===== src/rtl/core/bde_pkg.sv =====
`default_nettype none
// ----------------------------------------------------------------------------
// bde_pkg: shared types and constants of the button debouncer
// Event word layout, button count limits, lockout reset and queue sizing.
// ----------------------------------------------------------------------------
package bde_pkg;

    localparam int BTN_SLOTS       = 16;
    localparam int NUM_BUTTONS_DEF = 16;
    localparam int BTN_IDX_W       = 4;
    localparam int TIME_W          = 32;
    localparam int LOCKOUT_W       = 8;

    localparam logic [LOCKOUT_W-1:0] LOCKOUT_RESET = 8'd20;

    localparam int QUEUE_DEPTH = 4;
    localparam int QUEUE_PTR_W = 2;
    localparam int QUEUE_CNT_W = 3;

    typedef struct packed {
        logic [BTN_IDX_W-1:0] button_index;
        logic                 is_press;
        logic                 last_event;
    } event_t;

endpackage
`default_nettype wire


===== src/rtl/core/button_debounce_event_gen.sv =====
`default_nettype none
// ----------------------------------------------------------------------------
// button_debounce_event_gen: lockout-timer button debouncer
// Turns active-low button scans into press/release event words.
// ----------------------------------------------------------------------------
// A scan (raw_buttons, now_ms) is taken when the block is idle and is walked
// one button per cycle (capture, one step per button, final flush), stalling
// only while the four-word event queue is full because m_ready is held low.
// A button changes state when its inverted level differs from its pressed
// flag and the modular time since its last change is strictly above
// lockout_ms. Events leave in ascending button order; the final one of a
// scan has m_last_event set. A scan with no change produces no word.
// lockout_ms resets to 20 and the user must write it through the cfg channel
// only while idle; the block itself does not enforce this.
// ----------------------------------------------------------------------------
module button_debounce_event_gen #(
    parameter int NUM_BUTTONS = bde_pkg::NUM_BUTTONS_DEF
) (
    input  wire                               aclk,
    input  wire                               aresetn,
    input  wire                               cfg_valid,
    output logic                              cfg_ready,
    input  wire  [bde_pkg::LOCKOUT_W-1:0]     cfg_lockout_ms,
    input  wire                               s_valid,
    output logic                              s_ready,
    input  wire  [bde_pkg::BTN_SLOTS-1:0]     s_raw_buttons,
    input  wire  [bde_pkg::TIME_W-1:0]        s_now_ms,
    output logic                              m_valid,
    input  wire                               m_ready,
    output logic [bde_pkg::BTN_IDX_W-1:0]     m_button_index,
    output logic                              m_is_press,
    output logic                              m_last_event
);
    import bde_pkg::*;

    logic   push_valid;
    logic   push_ready;
    event_t push_word;
    logic   pop_valid;
    logic   pop_ready;
    event_t pop_word;

    assign cfg_ready = 1'b1;

    bde_front #(
        .NUM_BUTTONS (NUM_BUTTONS)
    ) u_front (
        .aclk             (aclk),
        .aresetn          (aresetn),
        .cfg_wr           (cfg_valid),
        .cfg_lockout_ms   (cfg_lockout_ms),
        .scan_valid       (s_valid),
        .scan_ready       (s_ready),
        .scan_raw_buttons (s_raw_buttons),
        .scan_now_ms      (s_now_ms),
        .push_valid       (push_valid),
        .push_ready       (push_ready),
        .push_word        (push_word)
    );

    bde_queue u_queue (
        .aclk       (aclk),
        .aresetn    (aresetn),
        .push_valid (push_valid),
        .push_ready (push_ready),
        .push_word  (push_word),
        .pop_valid  (pop_valid),
        .pop_ready  (pop_ready),
        .pop_word   (pop_word)
    );

    bde_back u_back (
        .aclk           (aclk),
        .aresetn        (aresetn),
        .q_valid        (pop_valid),
        .q_ready        (pop_ready),
        .q_word         (pop_word),
        .m_valid        (m_valid),
        .m_ready        (m_ready),
        .m_button_index (m_button_index),
        .m_is_press     (m_is_press),
        .m_last_event   (m_last_event)
    );

endmodule
`default_nettype wire


===== src/rtl/core/bde_front.sv =====
`default_nettype none
// ----------------------------------------------------------------------------
// bde_front: scan classifier
// Latches one scan, walks the buttons one per cycle unless the queue is full,
// applies the lockout, updates per-button state and pushes press/release
// words to the queue. One word is held back so a scan's final word is marked.
// ----------------------------------------------------------------------------
module bde_front #(
    parameter int NUM_BUTTONS = bde_pkg::NUM_BUTTONS_DEF
) (
    input  wire                                  aclk,
    input  wire                                  aresetn,
    input  wire                                  cfg_wr,
    input  wire  [bde_pkg::LOCKOUT_W-1:0]        cfg_lockout_ms,
    input  wire                                  scan_valid,
    output logic                                 scan_ready,
    input  wire  [bde_pkg::BTN_SLOTS-1:0]        scan_raw_buttons,
    input  wire  [bde_pkg::TIME_W-1:0]           scan_now_ms,
    output logic                                 push_valid,
    input  wire                                  push_ready,
    output bde_pkg::event_t                      push_word
);
    import bde_pkg::*;

    localparam logic [1:0] ST_IDLE  = 2'd0;
    localparam logic [1:0] ST_SCAN  = 2'd1;
    localparam logic [1:0] ST_FLUSH = 2'd2;

    localparam logic [BTN_IDX_W-1:0] LAST_BTN = BTN_IDX_W'(NUM_BUTTONS - 1);

    logic [1:0]             state_reg;
    logic [BTN_IDX_W-1:0]   cnt_reg;
    logic [BTN_SLOTS-1:0]   levels_reg;
    logic [TIME_W-1:0]      now_reg;
    logic [LOCKOUT_W-1:0]   lockout_reg;
    logic [BTN_SLOTS-1:0]   pressed_reg;
    logic [TIME_W-1:0]      time_reg [BTN_SLOTS];
    logic                   pend_valid_reg;
    logic [BTN_IDX_W-1:0]   pend_idx_reg;
    logic                   pend_press_reg;

    logic                   held;
    logic [TIME_W-1:0]      elapsed;
    logic                   change;
    logic                   advance;
    logic                   flush_done;

    always_comb begin
        held       = levels_reg[cnt_reg];
        elapsed    = now_reg - time_reg[cnt_reg];
        change     = (held != pressed_reg[cnt_reg]) &&
                     (elapsed > {{(TIME_W-LOCKOUT_W){1'b0}}, lockout_reg});
        scan_ready = (state_reg == ST_IDLE);
        push_valid = ((state_reg == ST_SCAN) && change && pend_valid_reg) ||
                     ((state_reg == ST_FLUSH) && pend_valid_reg);
        push_word.button_index = pend_idx_reg;
        push_word.is_press     = pend_press_reg;
        push_word.last_event   = (state_reg == ST_FLUSH);
        advance    = (state_reg == ST_SCAN) &&
                     (!(change && pend_valid_reg) || push_ready);
        flush_done = (state_reg == ST_FLUSH) && (!pend_valid_reg || push_ready);
    end

    always_ff @(posedge aclk) begin
        if (!aresetn) begin
            state_reg      <= ST_IDLE;
            cnt_reg        <= '0;
            lockout_reg    <= LOCKOUT_RESET;
            pressed_reg    <= '0;
            pend_valid_reg <= 1'b0;
            for (int i = 0; i < BTN_SLOTS; i++) begin
                time_reg[i] <= '0;
            end
        end else begin
            if (cfg_wr) begin
                lockout_reg <= cfg_lockout_ms;
            end
            unique case (state_reg)
                ST_IDLE: begin
                    if (scan_valid) begin
                        levels_reg <= ~scan_raw_buttons;
                        now_reg    <= scan_now_ms;
                        cnt_reg    <= '0;
                        state_reg  <= ST_SCAN;
                    end
                end
                ST_SCAN: begin
                    if (advance) begin
                        if (change) begin
                            pressed_reg[cnt_reg] <= held;
                            time_reg[cnt_reg]    <= now_reg;
                            pend_valid_reg       <= 1'b1;
                            pend_idx_reg         <= cnt_reg;
                            pend_press_reg       <= held;
                        end
                        cnt_reg <= cnt_reg + 1'b1;
                        if (cnt_reg == LAST_BTN) begin
                            state_reg <= ST_FLUSH;
                        end
                    end
                end
                ST_FLUSH: begin
                    if (flush_done) begin
                        pend_valid_reg <= 1'b0;
                        state_reg      <= ST_IDLE;
                    end
                end
                default: begin
                    state_reg <= ST_IDLE;
                end
            endcase
        end
    end

endmodule
`default_nettype wire


===== src/rtl/core/bde_queue.sv =====
`default_nettype none
// ----------------------------------------------------------------------------
// bde_queue: event word queue
// Small circular buffer between the scan classifier and the output stage.
// ----------------------------------------------------------------------------
module bde_queue (
    input  wire                   aclk,
    input  wire                   aresetn,
    input  wire                   push_valid,
    output logic                  push_ready,
    input  wire bde_pkg::event_t  push_word,
    output logic                  pop_valid,
    input  wire                   pop_ready,
    output bde_pkg::event_t       pop_word
);
    import bde_pkg::*;

    event_t                 buf_reg [QUEUE_DEPTH];
    logic [QUEUE_PTR_W-1:0] wr_ptr_reg;
    logic [QUEUE_PTR_W-1:0] rd_ptr_reg;
    logic [QUEUE_CNT_W-1:0] count_reg;
    logic                   do_push;
    logic                   do_pop;

    always_comb begin
        push_ready = (count_reg != QUEUE_CNT_W'(QUEUE_DEPTH));
        pop_valid  = (count_reg != '0);
        pop_word   = buf_reg[rd_ptr_reg];
        do_push    = push_valid && push_ready;
        do_pop     = pop_valid && pop_ready;
    end

    always_ff @(posedge aclk) begin
        if (do_push) begin
            buf_reg[wr_ptr_reg] <= push_word;
        end
    end

    always_ff @(posedge aclk) begin
        if (!aresetn) begin
            wr_ptr_reg <= '0;
            rd_ptr_reg <= '0;
            count_reg  <= '0;
        end else begin
            if (do_push) begin
                wr_ptr_reg <= wr_ptr_reg + 1'b1;
            end
            if (do_pop) begin
                rd_ptr_reg <= rd_ptr_reg + 1'b1;
            end
            case ({do_push, do_pop})
                2'b10:   count_reg <= count_reg + 1'b1;
                2'b01:   count_reg <= count_reg - 1'b1;
                default: count_reg <= count_reg;
            endcase
        end
    end

endmodule
`default_nettype wire


===== src/rtl/core/bde_back.sv =====
`default_nettype none
// ----------------------------------------------------------------------------
// bde_back: event output stage
// Takes words from the queue into an output register and holds each one
// until the downstream side accepts it.
// ----------------------------------------------------------------------------
module bde_back (
    input  wire                               aclk,
    input  wire                               aresetn,
    input  wire                               q_valid,
    output logic                              q_ready,
    input  wire bde_pkg::event_t              q_word,
    output logic                              m_valid,
    input  wire                               m_ready,
    output logic [bde_pkg::BTN_IDX_W-1:0]     m_button_index,
    output logic                              m_is_press,
    output logic                              m_last_event
);
    import bde_pkg::*;

    logic   valid_reg;
    event_t word_reg;

    always_comb begin
        q_ready        = !valid_reg || m_ready;
        m_valid        = valid_reg;
        m_button_index = word_reg.button_index;
        m_is_press     = word_reg.is_press;
        m_last_event   = word_reg.last_event;
    end

    always_ff @(posedge aclk) begin
        if (q_ready) begin
            word_reg <= q_word;
        end
    end

    always_ff @(posedge aclk) begin
        if (!aresetn) begin
            valid_reg <= 1'b0;
        end else if (q_ready) begin
            valid_reg <= q_valid;
        end
    end

endmodule
`default_nettype wire

===== config.mk =====
export PLATFORM = sky130hd
export DESIGN_NAME = button_debounce_event_gen
export DESIGN_NICKNAME = d
export VERILOG_FILES = /design/src/rtl/core/bde_pkg.sv /design/src/rtl/core/button_debounce_event_gen.sv /design/src/rtl/core/bde_front.sv /design/src/rtl/core/bde_queue.sv /design/src/rtl/core/bde_back.sv
export SDC_FILE = /design/constraint.sdc
export NUM_CORES = 1
export LEC_CHECK = 0
export BUFFER_PORTS_ARGS = -buffer_cell sky130_fd_sc_hd__buf_2
export CAP_MARGIN = 20
export CORE_ASPECT_RATIO = 0.75
export CORE_MARGIN = 5
export CORE_UTILIZATION = 57
export CTS_CLUSTER_DIAMETER = 100
export CTS_CLUSTER_SIZE = 30
export DETAILED_ROUTE_END_ITERATION = 6
export HOLD_SLACK_MARGIN = 0.12
export PLACE_DENSITY = 0.77
export SETUP_SLACK_MARGIN = 0.3
export SYNTH_ARGS = -nofsm -noshare
export SYNTH_HDL_FRONTEND = slang
export SYNTH_SLANG_ARGS = --single-unit

===== constraint.sdc =====
create_clock -name aclk -period 8.5 [get_ports aclk]
set_input_delay 1.7 -clock aclk [delete_from_list [all_inputs] [get_ports aclk]]
set_output_delay 1.7 -clock aclk [all_outputs]
set_load 0.01 [all_outputs]

==> flow_summary_export.csv <==
group,metric,value,unit
cts,cts_setup_buffers,0,
power_and_ir_drop,seqPwrFrac,58.7,%
finish,largest_reg_flops,512,
sta,fin_worst_skew,0.0363,ns
logic_synthesis,syn-mean-instance-area,13.6,µm²
finish,fin_nets,2279,
floorplan,core_area,0.0515,mm²
floorplan,start_util,57.6,%
route,antenna_left,0,
worst_setup_path,end_kind,"register",
logic_synthesis,syn-num-nets,2291,
placement,place_hpwl,48800,µm
finish,final_cell_mix,"edfxtp_1 (595), nor2_1 (408), nand2_1 (191)",
finish,area_growth_syn_to_layout,6.80,%
sta,fmax,134,MHz
power_and_ir_drop,peakVddDrop,0.195,mV
cts,cts_max_level,1,
power_and_ir_drop,p_sw_share,27.0,%
finish,drive_gt1_share,17.3,%
logic_synthesis,synth-seq-cells,638,
route,wl_per_cell,27.6,µm
worst_setup_path,arrival,7.99,ns
logic_synthesis,synthArstFlopShare,0,%
floorplan,die_h,208,µm
sta,worstMarginPinSlew,1.14,ns
sta,drv_slew,0,
placement,gp_congestion,0.958,
global_routing,track_usage,28.0,%
sta,hold_viol_final,0,
worst_setup_path,critical_path_class,"reg -> reg",
floorplan,rows,72,
route,drtIter0Drc,3168,
run_status,status,"complete, no violations",
power_and_ir_drop,power_frac_comb,16.8,%
cts,cts_buffers,25,
power_and_ir_drop,power_switching,1.68,mW
flow_run,drv_cap,0,
hold_path,hold_class,"reg -> reg",
sta,setup_tns,0,ns
cts,ctsResizeCount,0,
logic_synthesis,seq_area_frac_synth,63.1,%
logic_synthesis,synth_edf_count,595,
floorplan,die_w,273,µm
logic_synthesis,netlist_area,0.0297,mm²
route,drt-vias-per-instance,6.63,
global_routing,grt_max_degree,61,
logic_synthesis,ys_types,73,
cts,cts_root_buf,"clkbuf_16",
logic_synthesis,ys_warn_count,0,
sta,rsz0062_at_grt,"false",
cts,cts_tree,"done",
route,vias,19200,
logic_synthesis,ys.flop_type,"edfxtp_1",
power_and_ir_drop,clockPowerShare,24.5,%
sta,fin_crit_sh,87.5,%
route,drcViolationCount,0,
placement,io_buffers,68,
sta,setup_violations,0,
power_and_ir_drop,p_leak,10.4,nW
cts,cts.sink_count,638,
logic_synthesis,netlist_instances,2178,
cts,postCtsHoldBufs,0,
floorplan,io_pins,70,
global_routing,grt-ovfl-total,0,
sta,slew_headroom,23.7,%
global_routing,grt_pass1_vias,19300,
power_and_ir_drop,internal_power,4.54,mW
cts,cts_buffer_depth,3,
cts,clkLatencyLatePin,0.63,ns
floorplan,die_area,0.0568,mm²
power_and_ir_drop,p_per_area,196,mW/mm²
global_routing,antenna_found_initial,1,
finish,final_common_cell,"edfxtp_1",
global_routing,grt_pass1_wl,120000,µm
worst_setup_path,cp.required,9.05,ns
worst_setup_path,crit_fanout,39,
placement,pre_cts_ws,1.07,ns
sta,fin_crit,7.44,ns
cts,path_clk_slew,0.11,ns
route,drt_pass1_iterations,5,
worst_setup_path,critPathLaunchType,"register",
sta,fin_ws,1.06,ns
route,totalWireLength,79700,µm
per-layer routing:
layer	track usage [%]	vias up	wire [µm]
li1	-	8070	-
met1	41.7	9548	30400
met2	42.2	1384	36200
met3	8.04	149	11100
met4	5.89	0	2050
met5	0	-	0
cell families (layout without fill, tap and decap cells):
logic type | after synthesis | in the layout | share of synthesized area (%)
simple gates | 835 | 835 | 12.1
flops | 638 | 638 | 63.1
buf+inv | 236 | 243 | 3.54
compound gates | 207 | 207 | 4.58
mux | 188 | 188 | 13.8
fa+ha+maj | 52 | 52 | 2.24
xor+xnor | 21 | 21 | 0.620
other cells | 1 | 2 | 0.0126
through the flow:
stage	hold slack [ns]	instance area (µm²)	power [mW]	std cells	util (%)
after floorplan	0.406	29700	4.40	2178	-
after global placement	0.460	30900	4.72	2840	59.9
after detailed placement	0.470	30900	4.74	2840	59.9
after CTS	0.487	31600	6.22	2886	61.4
after global routing	0.518	31700	6.45	2889	61.5
final	0.490	31700	6.23	2889	61.5
cells in the mapped netlist, types with 6 or more instances:
cell type / number / area, µm²
a211oi_1: 7 / 52.6
a21o_1: 7 / 52.6
a21oi_1: 51 / 255
a31oi_1: 6 / 37.5
and2_1: 26 / 163
and3_1: 12 / 75.1
buf_1: 13 / 48.8
buf_2: 47 / 235
buf_6: 6 / 67.6
clkbuf_1: 80 / 300
dfxtp_1: 43 / 861
edfxtp_1: 595 / 17900
ha_1: 50 / 626
inv_1: 80 / 300
mux2i_1: 11 / 110
mux4_2: 176 / 3960
nand2_1: 191 / 717
nand2b_1: 12 / 75.1
nand3_1: 12 / 60.1
nand4_1: 10 / 62.6
nor2_1: 409 / 1540
nor2_2: 10 / 62.6
nor3_1: 118 / 591
o211ai_1: 19 / 143
o21a_1: 11 / 82.6
o21ai_0: 48 / 240
o41ai_1: 11 / 96.3
or3_1: 11 / 68.8
xnor2_1: 13 / 114
xor2_1: 8 / 70.1
critical path: stages (launching register included):
cell and delay [ns]:
dfxtp_4 0.90, mux4_2 0.60, mux4_2 0.47, ha_1 0.27
fa_1 0.43, nand2b_1 0.20, a21oi_1 0.19, nor2_1 0.08
xnor2_1 0.13, ha_1 0.29, nand4_1 0.12, o22ai_1 0.21
nand4_1 0.12, or4_1 0.52, or4_4 0.56, nor4_4 0.59
nor3b_1 0.12, o21ba_2 0.28, inv_1 0.07, ha_1 0.17
inv_1 0.07, fa_1 0.37, xor2_1 0.15, or3_1 0.30
a21oi_1 0.17
power groups by stage:
stage,logic [mW],registers (mW),clock network (mW)
final,1.04,3.65,1.53
after global routing,1.11,3.67,1.66
after CTS,1.02,3.65,1.54
after detailed placement,1.02,3.72,0
after global placement,1.01,3.72,0
after floorplan,0.723,3.68,0
worst paths after layout:
| check | from | end | slack (ns) | depth (start not counted) |
|---|---|---|---|---|
| max | register | u_queue.count_reg[2]$_SDFFE_PN0P_ | 1.06 | 24 |
| max reg2reg | register | u_queue.count_reg[2]$_SDFFE_PN0P_ | 1.06 | 24 |
| min | u_front.pressed_reg[11]$_SDFFE_PN0P_ | u_front.pressed_reg[11]$_SDFFE_PN0P_ | 0.49 | 2 |
| min reg2reg | u_front.pressed_reg[11]$_SDFFE_PN0P_ | u_front.pressed_reg[11]$_SDFFE_PN0P_ | 0.49 | 2 |
area by class of cell:
type / instances / area [µm²]
clock inverters: 2 / 50.0
multi-input cells: 1304 / 10100
fillers: 3978 / 19800
well taps: 703 / 880
inverters: 80 / 300
diodes: 1 / 2.50
clock buffers: 44 / 697
flip-flops and latches: 638 / 18700
repair buffers: 117 / 898
(Power assumes the default switching activity.)
